File: src/hdl/gba_pkg.sv
// ----------------------------------------------------------------------------
// gba_pkg
// shared types, codes and helpers of the group-by integer aggregator
// ----------------------------------------------------------------------------
package gba_pkg;

  localparam int GROUP_ENTRIES_DEF = 64;
  localparam int CFG_INDEX_W = 2;

  localparam logic [2:0] OP_MIN   = 3'd0;
  localparam logic [2:0] OP_MAX   = 3'd1;
  localparam logic [2:0] OP_SUM   = 3'd2;
  localparam logic [2:0] OP_AVG   = 3'd3;
  localparam logic [2:0] OP_COUNT = 3'd4;

  localparam logic [CFG_INDEX_W-1:0] REG_AGG_OP   = 2'd0;
  localparam logic [CFG_INDEX_W-1:0] REG_GROUPING = 2'd1;

  localparam logic OPC_MERGE = 1'b0;
  localparam logic OPC_DRAIN = 1'b1;

  localparam logic KIND_ROW  = 1'b0;
  localparam logic KIND_DROP = 1'b1;

  typedef struct packed {
    logic               opcode;
    logic signed [31:0] group_key;
    logic signed [31:0] agg_value;
  } in_beat_t;

  typedef struct packed {
    logic               row_kind;
    logic signed [31:0] out_key;
    logic signed [31:0] aggregate;
    logic               last_row;
  } out_beat_t;

  typedef struct packed {
    logic        used;
    logic [31:0] key;
    logic [31:0] agg;
    logic [31:0] cnt;
  } entry_t;

  typedef struct packed {
    logic        cmp;
    logic        upd;
    logic        shift;
    logic [2:0]  op;
    logic [31:0] key;
    logic [31:0] value;
  } cell_ctl_t;

  function automatic logic [31:0] combine(input logic [2:0] op, input logic [31:0] old,
                                          input logic [31:0] v);
    logic [31:0] r;
    r = old;
    case (op)
      OP_MIN:          r = ($signed(v) < $signed(old)) ? v : old;
      OP_MAX:          r = ($signed(v) > $signed(old)) ? v : old;
      OP_SUM, OP_AVG:  r = old + v;
      OP_COUNT:        r = old + 32'd1;
      default:         r = old;
    endcase
    return r;
  endfunction

endpackage

File: src/hdl/gba_cell.sv
// ----------------------------------------------------------------------------
// gba_cell
// one table entry: key match, in-place update and ring shift to its neighbour
// ----------------------------------------------------------------------------
module gba_cell
  import gba_pkg::*;
(
  input  logic      clk,
  input  logic      rst,
  input  cell_ctl_t ctl,
  input  logic      sel_new,
  input  entry_t    shift_in,
  output entry_t    ent,
  output logic      hit
);

  always_ff @(posedge clk) begin
    if (ctl.cmp) begin
      hit <= ent.used && (ent.key == ctl.key);
    end
    if (ctl.shift) begin
      ent <= shift_in;
    end else if (ctl.upd) begin
      if (hit) begin
        ent.agg <= combine(ctl.op, ent.agg, ctl.value);
        ent.cnt <= ent.cnt + 32'd1;
      end else if (sel_new) begin
        ent.used <= 1'b1;
        ent.key  <= ctl.key;
        ent.agg  <= ctl.value;
        ent.cnt  <= 32'd1;
      end
    end
    if (rst) begin
      ent.used <= 1'b0;
      hit      <= 1'b0;
    end
  end

endmodule

File: config.mk
export PLATFORM = sky130hd
export DESIGN_NAME = gba_cell
export DESIGN_NICKNAME = d
export VERILOG_FILES = /design/src/hdl/gba_pkg.sv /design/src/hdl/gba_cell.sv
export SDC_FILE = /design/constraint.sdc
export NUM_CORES = 1
export LEC_CHECK = 0
export ABC_CLOCK_PERIOD_IN_PS = 13100
export BUFFER_PORTS_ARGS = -buffer_cell sky130_fd_sc_hd__buf_2
export CORE_MARGIN = 3
export CORE_UTILIZATION = 50
export DETAILED_ROUTE_END_ITERATION = 7
export GPL_TIMING_DRIVEN = 0
export PLACE_DENSITY = 0.79
export SLEW_MARGIN = 10
export SYNTH_ARGS = -nofsm -noshare
export SYNTH_HDL_FRONTEND = slang
export SYNTH_SLANG_ARGS = --single-unit
export TNS_END_PERCENT = 30
File: constraint.sdc
create_clock -name clk -period 13.1 [get_ports clk]
set_input_delay 2.62 -clock clk [delete_from_list [all_inputs] [get_ports clk]]
set_output_delay 2.62 -clock clk [all_outputs]
set_load 0.05 [all_outputs]
==> flow_metrics.py <==
metrics = {
    "sta": {
        "tns_ns": 0,
        "hold_violations": 0,
        "worst_pin_slew_ns": 0.900,
        "rsz0062_at_grt": "no",
        "fin_skew_ns": 0.0118,
        "period_share": 0.486,
        "max_freq_ghz": 0.157,
        "setup_viol": 0,
        "drv_slew": 0,
        "min_period_ns": 6.37,
        "slew_headroom": 0.400,
    },
    "floorplanning": {
        "die_area_um2": 17300,
        "die_h_um": 131,
        "num_rows": 45,
        "io_pins": 268,
        "die_w_um": 131,
        "core_area_um2": 15300,
        "start_util": 0.514,
    },
    "clocking": {
        "cts_buffers": 9,
        "clkTransAtPathRegs_ns": 0.07,
        "clk_latency_ns": 0.36,
        "cts_setup_buffers": 0,
        "ctsHoldBuffers": 0,
        "cts-root-buf": "clkbuf_16",
        "cts_max_level": 3,
        "cts-resized-gates": 0,
        "clock-sinks": 98,
        "cts_tree": "yes",
        "cts_buffer_depth": 2,
    },
    "setup_path": {
        "cp_slowest_stage_delay_ns": 0.68,
        "timing.critical_path.cells": "buf_2, nor3b_1, clkbuf_1, or2_2, ha_1, fa_1, a21oi_1, o21ai_0, a21oi_1, o31ai_4, a22oi_2, o221ai_1, xnor2_1, o21ai_1, mux2_2",
        "crit_path_end_kind": "flip-flop",
        "path_max_fanout": 10,
        "r2r_cells": 11,
        "crit_path_start_kind": "primary input",
        "path_class": "primary input to flip-flop",
        "cp.arrival_ns": 6.48,
        "crit_slowest_cell": "nor3b_1",
        "critPathMostFrequentCell": "a21oi_1",
        "critPathRequiredTime_ns": 13.21,
    },
    "synthesis": {
        "ys_types": 56,
        "yosys.area.top_type": "edfxtp_1",
        "syn_area_per_cell_um2": 9.37,
        "ys_top_cells_by_area": "edfxtp_1 (37%), ha_1 (10%), xor2_1 (6.1%)",
        "postSynthCellCount": 840,
        "synth_top_cell_area_share": 0.366,
        "seq_area_frac_synth": 0.371,
        "async_flop_share": 0,
        "synth_area_um2": 7870,
        "synth_edf_count": 96,
        "ys_ff_latch": 98,
        "synth_top_flop_cell": "edfxtp_1",
        "syn_nets": 1075,
        "ys_warn_count": 0,
    },
    "power_and_ir_drop": {
        "intPower_uw": 695,
        "peakVddDrop_v": 0.0000763,
        "clockPowerShare": 0.244,
        "pwr-share-comb": 0.392,
        "p_per_area_nw_per_um2": 117,
        "p_sw_uw": 460,
        "sw_frac_of_total": 0.398,
        "leakagePower_uw": 0.00443,
        "p_seq_frac": 0.364,
    },
    "global_route": {
        "track_usage": 0.274,
        "grt_max_degree": 34,
        "antenna_found_initial": 3,
        "grt_pass1_wl_um": 38000,
        "grt-ovfl-total": 0,
        "grt_pass1_vias": 7398,
    },
    "placed_design": {
        "place_congestion": 0.986,
        "dp_hpwl_um": 19300,
        "dp_cells": 1320,
        "io_buffers": 267,
    },
    "cells_and_area": {
        "n_fill_cell": 1321,
        "syn_to_final_growth_pct": 25.2,
        "layoutNonFillerInstCount": 1339,
        "drive_gt1_frac": 0.305,
        "nets": 1355,
        "fin_util": 0.644,
    },
    "min_path": {
        "whs_path_depth": 2,
        "hold_path_class": "flip-flop to flip-flop",
    },
    "detailed_routing": {
        "vias": 7315,
        "drtIter0Drc": 493,
        "wirelength_um": 24100,
        "post_drt_wl_per_cell_um": 18.0,
        "final_antenna_net_count": 0,
        "detail_route.vias_per_cell": 5.46,
        "route.detailed.drc": 0,
        "dr.pass1.iters": 6,
    },
    "run": {
        "maxCapViolCount": 0,
    },
    "run_status": {
        "status": "finished clean",
    },
}
[flip-flops by register name, indices dropped and copies added (netlist names)]
| name | count |
|---|---|
| hit | 1 |
| ent | 97 |
[layout make-up]
type / instances / area [um^2] / share of cell area
diodes: 3 / 7.51 / 0.000762
inverters: 40 / 150 / 0.0152
well taps: 211 / 264 / 0.0268
clock buffers: 9 / 225 / 0.0228
flip-flops and latches: 98 / 2920 / 0.297
repair buffers: 269 / 1390 / 0.141
plain buffers: 32 / 139 / 0.0141
multi-input cells: 670 / 4680 / 0.475
clock inverters: 7 / 75.1 / 0.00762
[critical path, delay by kind of cell]
family / cells / cell delay, ns
and+or+nand+nor: 2 / 0.88
muxes: 1 / 0.27
buffers and inverters: 2 / 0.59
xor gates and xnor gates: 1 / 0.16
AOI/OAI and AO/OA: 7 / 1.48
adders and majority gates: 2 / 0.46
[metrics by stage]
step / worst slack, ns / cell area, um^2 / hold slack (ns) / total power [uW]
after floorplan: 6.50 / 7870 / 0.725 / 751
after global placement: 4.77 / 9470 / 0.548 / 867
after detailed placement: 6.43 / 9550 / 0.541 / 876
after CTS: 6.73 / 9850 / 0.559 / 1150
after global routing: 6.49 / 9850 / 0.608 / 1210
final: 6.73 / 9860 / 0.554 / 1160
[placed cells by master, fill, tap and decap left out, types with 22 or more instances in the layout]
master | synthesis | layout
a21o_1 | 26 | 26
clkbuf_1 | 22 | 22
buf_2 | 6 | 273
inv_1 | 40 | 40
o21ai_0 | 73 | 73
xor2_1 | 55 | 55
a21oi_1 | 59 | 59
nor2_1 | 41 | 40
ha_1 | 64 | 64
edfxtp_1 | 96 | 96
mux2_2 | 37 | 37
nand2_1 | 92 | 92
nand3_1 | 27 | 27
xnor2_1 | 36 | 36
nor2b_1 | 39 | 39
[per-layer routing]
layer / GRT usage / share of wire / vias up / wire length [um]
met3: 0.0597 / 0.076 / 33 / 1840
met2: 0.482 / 0.50 / 287 / 12000
li1: - / - / 3597 / -
met5: 0 / 0.00033 / - / 8
met1: 0.334 / 0.40 / 3396 / 9720
met4: 0.0858 / 0.021 / 2 / 511
[power groups by stage]
stage / Combinational, uW / Sequential [uW] / Clock [uW]
2_1_floorplan: 209 / 542 / 0
5_1_grt: 490 / 426 / 293
4_1_cts: 452 / 420 / 283
3_5_place_dp: 449 / 427 / 0
6_report: 453 / 421 / 282
3_3_place_gp: 440 / 427 / 0
[cell families after synthesis]
family,after synthesis,synth area share
simple gates,262,0.165
compound gates,206,0.157
flops,98,0.371
xor+xnor,91,0.101
buf+inv,72,0.0367
fa+ha+maj,65,0.104
mux,46,0.0644
[synth_stat cells, types with 9 or more instances]
cell / n
nand2_1: 92
mux2_2: 37
xnor2_1: 36
a21oi_1: 59
nand4_1: 17
ha_1: 64
inv_1: 40
a21o_1: 26
clkbuf_1: 22
edfxtp_1: 96
nor2_1: 41
o21ai_1: 9
o21ai_0: 73
nor2b_1: 39
nand3_1: 27
mux2i_1: 9
xor2_1: 55
nor4_1: 9
[path summary, 6_finish.rpt]
path,startpoint,end,slack (ns)
worst max-delay path,ctl[65],ent[60],6.73
worst min-delay path,ent[96],ent[96],0.55
worst max register to register,ent[45],ent[50],9.60
worst min register to register,ent[96],ent[96],0.55
No activity file was read; power rests on OpenSTA's default activity.
