## src/hdl/gba_div.sv

```systemverilog
// ----------------------------------------------------------------------------
// gba_div
// signed by unsigned restoring divider, one quotient bit a cycle
// ----------------------------------------------------------------------------
module gba_div (
  input  logic        clk,
  input  logic        rst,
  input  logic        start,
  input  logic [31:0] dividend,
  input  logic [31:0] divisor,
  output logic        done,
  output logic [31:0] quotient
);

  logic        busy;
  logic [4:0]  step;
  logic [32:0] rem;
  logic [31:0] quo;
  logic [31:0] dsr;
  logic        neg;
  logic [32:0] rem_sh;

  assign rem_sh   = {rem[31:0], quo[31]};
  assign quotient = neg ? (32'd0 - quo) : quo;

  always_ff @(posedge clk) begin
    done <= 1'b0;
    if (start) begin
      busy <= 1'b1;
      step <= 5'd0;
      rem  <= 33'd0;
      neg  <= dividend[31];
      quo  <= dividend[31] ? (32'd0 - dividend) : dividend;
      dsr  <= divisor;
    end else if (busy) begin
      if (rem_sh >= {1'b0, dsr}) begin
        rem <= rem_sh - {1'b0, dsr};
        quo <= {quo[30:0], 1'b1};
      end else begin
        rem <= rem_sh;
        quo <= {quo[30:0], 1'b0};
      end
      step <= step + 5'd1;
      if (step == 5'd31) begin
        busy <= 1'b0;
        done <= 1'b1;
      end
    end
    if (rst) begin
      busy <= 1'b0;
      done <= 1'b0;
    end
  end

endmodule

```

## config.mk

```make
export PLATFORM = sky130hd
export DESIGN_NAME = gba_div
export DESIGN_NICKNAME = d
export VERILOG_FILES = /design/src/hdl/gba_div.sv
export SDC_FILE = /design/constraint.sdc
export NUM_CORES = 1
export LEC_CHECK = 0
export ABC_AREA = 1
export BUFFER_PORTS_ARGS = -buffer_cell sky130_fd_sc_hd__buf_4
export CAP_MARGIN = 20
export CORE_ASPECT_RATIO = 1.4
export CORE_MARGIN = 1
export CORE_UTILIZATION = 65
export DETAILED_ROUTE_END_ITERATION = 8
export PLACE_DENSITY = 0.84
export SYNTH_ARGS = -nofsm -noshare
export SYNTH_HDL_FRONTEND = slang
export SYNTH_SLANG_ARGS = --single-unit
```

## constraint.sdc

```tcl
create_clock -name clk -period 6.6 [get_ports clk]
set_clock_uncertainty 0.2 [all_clocks]
set_input_delay 0.66 -clock clk [delete_from_list [all_inputs] [get_ports clk]]
set_output_delay 0.66 -clock clk [all_outputs]
set_load 0.05 [all_outputs]
```

==> results of run 1 <==
[placed cells by master (no fill, tap or decap), types with 4 or more instances in the layout]
cell type and count:
nand2_1 402, inv_1 215, nand3_1 107, buf_4 102
nor2_1 96, edfxtp_1 65, o21ai_0 43, dfxtp_1 39
xor2_1 38, ha_1 36, a21oi_1 28, nand3b_1 25
o21ai_1 21, xnor2_1 20, nor3_1 18, nand4_1 13
nor2_2 9, clkbuf_16 9, nand2_2 8, a31oi_1 6
or2_2 5, nor3_2 5, inv_2 5, o21bai_1 4
clkinvlp_4 4
[report_power, final]
| group | leakage, nW | switching, mW | internal (mW) |
|---|---|---|---|
| Combinational | 3.76 | 0.343 | 0.161 |
| Clock | 0.129 | 0.275 | 0.264 |
| Sequential | 0.965 | 0.0338 | 0.741 |
[critical path, cell delays in order, from the launching register on]
cell and delay (ps):
edfxtp_1 400, inv_1 140, ha_1 160, inv_1 60, nor3_2 280, nand4_1 160, nor3_1 300, nand2_1 130
o21ai_0 310, xor2_1 190, buf_4 220
[registers in the layout, summed over array words and instances (netlist names)]
signal / flops
neg: 1
quo: 32
busy: 1
dsr: 32
done: 1
step: 5
rem: 32
[final cells by class]
class	count	area, um^2	share of cell area, %
clock inverter	7	66.3	0.698
sequential	104	2730	28.8
inverter	221	830	8.74
clock buffer	9	225	2.37
timing repair buffer	103	793	8.35
multi-input combinational	907	4660	49.1
tap	150	188	1.98
[worst max-delay path by stage]
stage	startpoint	to
6_report	quo[1]	quotient[24]
5_1_grt	quo[0]	quotient[24]
4_1_cts	quo[1]	quotient[24]
3_5_place_dp	start	rem[5]
3_3_place_gp	start	rem[0]
2_1_floorplan	quo[1]	quotient[28]
[cells by family after synthesis]
group	after synthesis	share of synthesized area, %
adder cells (fa/ha/maj)	37	5.61
AO/OA/AOI/OAI	111	7.37
AND/OR/NAND/NOR	701	36.6
buffers and inverters	252	11.8
flip-flops	104	32.6
XOR/XNOR	58	6.06
[through the flow]
stage	instance area, um^2	total power [mW]	hold slack (ps)
CTS	9470	1.81	271
detailed placement	9180	1.28	261
finish	9500	1.82	267
global placement	9180	1.28	257
global route	9500	1.88	267
floorplan	8390	1.13	244
[layer usage]
layer  global-route usage (%)  wire length (um)  vias up
met2                     62.6             11200      268
met1                     35.8              8360     3663
met5                        0                 0        -
li1                         -                 -     4149
met4                     19.7              1070        0
met3                     3.34              1000       70
==> metrics.md, run 1 <==
| Metric | Value |
|---|---|
| Status | finished with violations |
| Violated checks | design-rule violations |
| Layout cells sized above 1 | 11.8% |
| Crit path DAT | 2710 ps |
| Vias per cell | 5.43 |
| Die W | 98.0 um |
| Hold EP | dsr[4] |
| DRT Pass-1 Iters | 7 |
| Max-Cap Viols | 0 |
| Initial antenna violation count | 0 |
| Hold_buf cts | 0 |
| CTS Buffer Depth | 2 |
| CP Launch Type | register |
| H-tree depth | 3 |
| Slew Limit Fails | 0 |
| Fillers | 1053 |
| Worst slew margin relative to its limit | 31.8% |
| Yosys cell types | 45 |
| Crit path capture type | output pin |
| CP required | 5740 ps |
| First-pass GRT wire length | 35100 um |
| Vias in the first global route | between 7000 and 8000 |
| Core Util, Final | around three quarters |
| Place WS | 3090 ps |
| Worst Tran Pin Value | 1020 ps |
| Antenna viol nets, final | 0 |
| Initial Util | 67.5% |
| Minimum clock period | ~3600 ps |
| R2r worst-path depth | 10 |
| Post-Syn Area | 8390 um^2 |
| Routed wire length | between 20000 and 25000 um |
| Clk Latency, worst-skew pair | between 300 and 400 ps |
| Hpwl dp | about 16000 um |
| Clk root buf | clkbuf_16 |
| I/O pin total | 100 |
| FF-to-FF Start | rem[23] |
| EDFF count, synth | 65 |
| CTS tree | done |
| Number of clock sinks | 104 |
| DR DRC count | 2 |
| P per Cell Area | 191 nW/um^2 |
| Port-buffer cells | 99 |
| Antenna Cells | 0 |
| Post-route setup slack | between 3000 and 4000 ps |
| Flops & latches, synth | 104 |
| DRT iter0 DRCs | 458 |
| Post-CTS sizing | 0 |
| Ys async rst share | 0% |
| Gate Count Post-Synth | 1263 |
| Worst min-delay path class | in -> reg |
| Reg clk slew, reported paths | 80 ps |
| Hold Crit Depth | 1 |
| Peak VDD IR | between 100 and 150 uV |
| Top post-synthesis cells by count | nand2_1, inv_1, nand3_1 |
| Die Y | roughly 140 um |
| Setup TNS | 0 ps |
| Max FO, Critical Path | 5 |
| Top-area cell type share of the netlist area | 23.3% |
| GRT overflow | 0 |
| Leakage | between 4 and 5 nW |
| Area growth syn-to-layout | 13.2% |
| Avg Synthesized Cell Area | ~6.6 um^2 |
| Vias | 8150 |
| R2r setup slk | 3670 ps |
| Core region area | about 12000 um^2 |
| Post-Syn Nets | 1367 |
| Nets | 1450 |
| Yosys top cell by area | edfxtp_1 |
| Max Fclk | 280 MHz |
| Pin count of the biggest net entering global routing | 67 |
| Most frequent cell after synthesis | nand2_1 |
| Worst Setup Path Type | reg -> out |
| Final Hold Viols | 0 |
| Dpl cells | 1484 |
| # Post-CTS Setup Buffers | 0 |
| Largest cells by area after synthesis | edfxtp_1, nand2_1, inv_1 |
| Routed WL per cell | 14.4 um |
| Die Area | 13400 um^2 |
| RSZ-0062 raised after global routing | no |
| Synth warn | 0 |
| Main synth FF type | edfxtp_1 |
| Final std cells w/o fill | 1501 |
| Min-delay src | divisor[4] |
| Final worst-path cycle share | 54.1% |
| Site row count | 48 |
| CTS buffer count | 9 |
| Total global-route track usage | 33.2% |
| Final Setup Violations | 0 |
| Routability cong. | 0.971 |
| Sequential area share after synthesis | ~33% |
| Reg2reg end | rem[18] |
No activity file was read; power rests on OpenSTA's default activity.
==> run 2, diff against run 1 <==
--- a/config.mk
+++ b/config.mk
@@ -10,9 +10,9 @@
 export CAP_MARGIN = 20
 export CORE_ASPECT_RATIO = 1.4
 export CORE_MARGIN = 1
-export CORE_UTILIZATION = 65
+export CORE_UTILIZATION = 60
 export DETAILED_ROUTE_END_ITERATION = 8
-export PLACE_DENSITY = 0.84
+export PLACE_DENSITY = 0.78
 export SYNTH_ARGS = -nofsm -noshare
 export SYNTH_HDL_FRONTEND = slang
 export SYNTH_SLANG_ARGS = --single-unit
==> constraint.sdc (replaced) <==
create_clock -name clk -period 3.6 [get_ports clk]
set_clock_uncertainty 0.2 [all_clocks]
set_input_delay 0.36 -clock clk [delete_from_list [all_inputs] [get_ports clk]]
set_output_delay 0.36 -clock clk [all_outputs]
set_load 0.05 [all_outputs]
==> run 2 against run 1 <==
Compared with the run above: sequential share of layout area fell by 1.1 points; die area increased by 8.2%; clock-buffer cell count did not move; the run now ends clean; utilization down 3.3 points; sequential power increased by 83%; critical path type unchanged.
==> metrics.md, run 2 (synthesis results as in run 1) <==
| Metric | Value |
|---|---|
| Status | completed |
| Antenna viol nets, final | 0 |
| Worst min-delay path class | in -> reg |
| Place WS | 812 ps |
| CTS Buffer Depth | 2 |
| Clk root buf | clkbuf_16 |
| Reg2reg end | rem[0] |
| Leakage | around 5 nW |
| Met3 Track Usage GR | under 10% |
| R2r setup slk | 830 ps |
| Core region area | 13500 um^2 |
| Most common cell after layout, fill and taps aside | nand2_1 |
| Multi-input logic area | 4660 um^2 |
| Vias per cell | 5.22 |
| Met2 Track Usage GR | between 60 and 70% |
| Setup TNS | 0 ps |
| Slew Limit Fails | 0 |
| Busiest grt layer | met2 |
| FF-to-FF Start | dsr[22] |
| I/O pin total | 100 |
| Pin count of the biggest net entering global routing | 51 |
| DR DRC count | 0 |
| Post-route cell area | 9880 um^2 |
| Min-delay src | dividend[7] |
| Initial Util | 62.1% |
| Sw Share | 35.5% |
| CP required | 3040 ps |
| Vias | roughly 8200 |
| Routed WL per cell | 14.1 um |
| Combinational group share of total power | 28.4% |
| Clk Latency, worst-skew pair | about 360 ps |
| Crit path DAT | 2680 ps |
| First-pass GRT wire length | around 36000 um |
| Site row count | 50 |
| H-tree depth | 3 |
| Commonest non-fill, non-tap cells in the layout | nand2_1, inv_1, nand3_1, buf_4, nor2_1 |
| Switching power | 1.19 mW |
| Final Setup Violations | 0 |
| Reg clk slew, reported paths | 80 ps |
| Max Fclk | 309 MHz |
| Number of clock sinks | 104 |
| GRT overflow | 0 |
| Placed Area | 9260 um^2 |
| Final Hold Viols | 0 |
| Hold EP | quo[7] |
| Port-buffer cells | 99 |
| Nets | 1487 |
| Area growth syn-to-layout | 17.8% |
| Initial antenna violation count | 0 |
| Total global-route track usage | around a third |
| CTS buffer count | 9 |
| Routability cong. | about 0.95 |
| Clock power share | around 29% |
| Die Y | 142 um |
| DRT iter0 DRCs | 349 |
| Hold Crit Depth | 3 |
| DRT Pass-1 Iters | 5 |
| CTS tree | done |
| RSZ-0062 raised after global routing | no |
| Max-Cap Viols | 0 |
| Largest registers | dsr: 32 flops, quo: 32 flops, rem: 32 flops |
| Final worst-path cycle share | ~90% |
| Layout cells sized above 1 | roughly an eighth |
| Peak VDD IR | 239 uV |
| Routed wire length | 22100 um |
| Die Area | 14500 um^2 |
| Vias in the first global route | roughly 8000 |
| Antenna Cells | 0 |
| Worst slew margin relative to its limit | 30.5% |
| Minimum clock period | 3240 ps |
| Hpwl dp | 16800 um |
| Post-route setup slack | roughly 360 ps |
| Fillers | 1238 |
| P per Cell Area | 339 nW/um^2 |
| Worst Setup Path Type | reg -> out |
| Cell Int Power | 2.16 mW |
| Sequential cell area | 2730 um^2 |
| Crit path capture type | output pin |
| Reg power frac | 42.4% |
| CP Launch Type | register |
| R2r worst-path depth | 14 |
| Die W | 102 um |
| Max FO, Critical Path | 5 |
| Worst Tran Pin Value | 1040 ps |
| GR Util met1 | 33.6% |
[run 2: cell count changes in the layout (fill, tap and decap cells not counted)]
| cell | previous run | this run |
|---|---|---|
| dlygate4sd3_1 | 0 | 33 |
| inv_6 | 1 | 2 |
| clkinvlp_4 | 4 | 2 |
| clkinv_2 | 0 | 1 |
| buf_4 | 102 | 107 |
| buf_16 | 1 | 0 |
[run 2: what timing repair did]
| item | in CTS | in global routing |
|---|---|---|
| endpoints found under the hold margin | 34 | 0 |
| resized for setup | 0 | 0 |
| hold buffers | 33 | 0 |
| endpoints found under the setup margin | 0 | 0 |
| buffers inserted | 0 | 0 |
[run 2: routing by layer]
| layer | vias up | wire length [um] |
|---|---|---|
| met2 | 205 | 11800 |
| met1 | 3707 | 8580 |
| li1 | 4232 | - |
| met5 | - | 0 |
| met3 | 45 | 922 |
| met4 | 0 | 745 |
[run 2: critical path, stage by stage, from the launching register on]
cell and delay [ps]:
edfxtp_1 390, inv_1 130, ha_1 150, inv_1 50
nor3_2 230, nand4_1 170, nor3_1 360, nand2_1 120
o21ai_0 210, xor2_1 250, buf_4 240
[run 2: cell type report]
cell class                      instances  share of cell area (%)
Multi-Input combinational cell        907                    47.2
Sequential cell                       104                    27.7
Timing Repair Buffer                  140                    11.5
Inverter                              221                    8.40
Tap cell                              182                    2.31
Clock buffer                            9                    2.28
Clock inverter                          7                   0.659
[run 2: stage by stage]
| stage | total power [mW] | util [%] | instances | hold slack [ps] |
|---|---|---|---|---|
| 3_3_place_gp | 2.35 | 68.5 | 1521 | 257 |
| 6_report | 3.35 | 73.1 | 1570 | 180 |
| 3_5_place_dp | 2.36 | 68.5 | 1521 | 261 |
| 2_1_floorplan | 2.06 | - | 1263 | 232 |
| 5_1_grt | 3.48 | 73.1 | 1570 | 200 |
| 4_1_cts | 3.35 | 73.1 | 1570 | 178 |
[run 2: worst max-delay path by stage]
stage	start	endpoint	slack, ps	cells after the start
2_1_floorplan	quo[1]	quotient[28]	680	8
3_3_place_gp	dsr[22]	rem[0]	820	14
3_5_place_dp	quo[1]	quotient[24]	810	10
4_1_cts	quo[1]	quotient[24]	420	10
5_1_grt	quo[1]	quotient[24]	200	10
6_report	quo[1]	quotient[24]	360	10
[run 2: power by group through the flow]
stage / Combinational (mW) / Clock, mW / Sequential, mW
finish: 0.951 / 0.979 / 1.42
global route: 1.03 / 1.02 / 1.43
CTS: 0.948 / 0.982 / 1.42
detailed placement: 0.915 / 0 / 1.45
global placement: 0.909 / 0 / 1.44
floorplan: 0.636 / 0 / 1.43
==> run 3, diff against run 2 <==
--- a/config.mk
+++ b/config.mk
@@ -13,6 +13,7 @@
 export CORE_UTILIZATION = 60
 export DETAILED_ROUTE_END_ITERATION = 8
 export PLACE_DENSITY = 0.78
+export REMOVE_ABC_BUFFERS = 1
 export SYNTH_ARGS = -nofsm -noshare
 export SYNTH_HDL_FRONTEND = slang
 export SYNTH_SLANG_ARGS = --single-unit
==> run 3 against run 2 <==
Compared with the run above: utilization about the same; critical path depth unchanged; sequential share of layout area about the same; hold slack worse by 160 ps; via count up 0.23%; register-to-register slack better by 30 ps; largest power group unchanged; maximum frequency up 0.91%; combinational power up 0.9%; final area about the same; sequential cell count unchanged; critical endpoint unchanged; die area unchanged.
==> metrics.md, run 3 (synthesis results as in run 1) <==
| Metric | Value |
|---|---|
| CP required | slightly above 3000 ps |
| Final std cells w/o fill | around 1600 |
| Peak VDD IR | approximately 230 uV |
| Crit path max-delay family | simple AND/OR/NAND/NOR gates |
| H-tree depth | 3 |
| Crit path DAT | 2650 ps |
| Vias in the first global route | roughly 8000 |
| Die Area | 14500 um^2 |
| Max-Cap Viols | 0 |
| CTS tree | done |
| Status | completed |
| Setup TNS | 0 ps |
| Crit-path slowest cell | edfxtp_1 |
| Antenna viol nets, final | 0 |
| Area growth syn-to-layout | 17.8% |
| P per Cell Area | 339 nW/um^2 |
| Core Util, Final | 73.1% |
| DR DRC count | 0 |
| CP Launch Type | register |
| Port-buffer cells | between 90 and 100 |
| Critical-path cell list | inv_1 > ha_1 > inv_1 > nor3_2 > nand4_1 > nor3_1 > nand2_1 > o21ai_0 > xor2_1 > buf_4 |
| Routability cong. | 0.961 |
| R2r worst-path depth | 11 |
| Vias | just over 8000 |
| Minimum clock period | 3210 ps |
| Hpwl dp | 16900 um |
| Site row count | 50 |
| Clk Latency, worst-skew pair | 360 ps |
| Final Hold Viols | 0 |
| # Post-CTS Setup Buffers | 0 |
| Layout cells sized above 1 | 11.7% |
| Antenna Cells | 0 |
| Routed WL per cell | 14.0 um |
| DRT iter0 DRCs | 393 |
| Die Y | 142 um |
| Post-route cell area | just under 10000 um^2 |
| Initial Util | 62.1% |
| Max FO, Critical Path | 5 |
| Leakage | 5.02 nW |
| Clk root buf | clkbuf_16 |
| First-pass GRT wire length | 36300 um |
| Worst Setup Path Type | reg -> out |
| GRT overflow | 0 |
| Worst slew margin relative to its limit | between 40% and 50% |
| CP bufs+invs | 3 |
| DRT Pass-1 Iters | 5 |
| Placed Area | around 9300 um^2 |
| Worst path max stage delay | 450 ps |
| Reg clk slew, reported paths | ~70 ps |
| Worst min-delay path class | in -> reg |
| Slew Limit Fails | 0 |
| Hold Crit Depth | 2 |
| Vias per cell | 5.23 |
| Crit path capture type | output pin |
| I/O pin total | 100 |
| Number of clock sinks | 104 |
| Initial antenna violation count | 0 |
| Cell mode on critical path | inv_1 |
| RSZ-0062 raised after global routing | no |
| Core region area | 13500 um^2 |
| Pin count of the biggest net entering global routing | 64 |
| Commonest non-fill, non-tap cells in the layout | nand2_1, inv_1, nand3_1, buf_4, nor2_1 |
| Dpl cells | 1521 |
| Total global-route track usage | 32.3% |
| Nets | approximately 1500 |
| Final Setup Violations | 0 |
| Routed wire length | 22000 um |
| CTS buffer count | 9 |
| Max Fclk | 312 MHz |
| Worst Tran Pin Value | 787 ps |
| Final worst-path cycle share | 89.1% |
| Largest registers | dsr: 32 flops, quo: 32 flops, rem: 32 flops |
| Die W | 102 um |
| CTS Buffer Depth | 2 |
| Most common cell after layout, fill and taps aside | nand2_1 |
| Pwr Total | ~3.3 mW |
| Levels on crit path | 10 |
## run 3: cell types whose count changed in the layout (fill, tap and decap cells not counted), sizes merged
cell / before / now
inv: 223 / 221
clkbuf: 9 / 10
clkinvlp: 2 / 0
clkinv: 3 / 6
## run 3: timing repair
item	4_1_cts	5_1_grt
hold buffers	32	1
setup endpoints to repair	0	0
resized for setup	0	0
endpoints found under the hold margin	33	1
## run 3: report_power, final
group | switching (mW) | internal (mW)
Sequential | 0.0564 | 1.36
Combinational | 0.639 | 0.321
Clock | 0.485 | 0.488
## run 3: per-layer routing
layer | up-vias | track usage, % | routed length (um)
met5 | - | 0 | 0
met4 | 0 | 15.8 | 873
met3 | 56 | 4.53 | 1030
met2 | 235 | 60.5 | 11600
met1 | 3692 | 34.7 | 8440
li1 | 4225 | - | -
## run 3: stage by stage
step / setup WS, ps / hold slack, ps
2_1_floorplan: 410 / 232
3_3_place_gp: 836 / 257
3_5_place_dp: 843 / 262
4_1_cts: 426 / 3.48
5_1_grt: 153 / 18.7
6_report: 391 / 22.8
## run 3: path summary, 6_finish.rpt
kind	from	to	slack [ps]
setup / recovery	quo[0]	quotient[24]	390
hold / removal	start	step[3]	20
setup reg to reg	dsr[29]	rem[1]	860
hold reg to reg	rem[20]	rem[20]	270
## run 3: area by class of cell
cell class	instances	area, um^2
multi-input combinational	907	4660
fill	1206	3630
sequential	104	2730
timing repair buffer	140	1130
inverter	221	830
clock buffer	10	229
tap	182	228
clock inverter	6	67.6
## run 3: worst register-to-register path, delay by kind of cell (launching register included)
| family | cells | cell delay [ps] |
|---|---|---|
| and+or+nand+nor | 7 | 1450 |
| adders and majority gates | 1 | 360 |
| DFF | 1 | 340 |
| buffers and inverters | 2 | 170 |
| AOI/OAI and AO/OA | 1 | 70 |
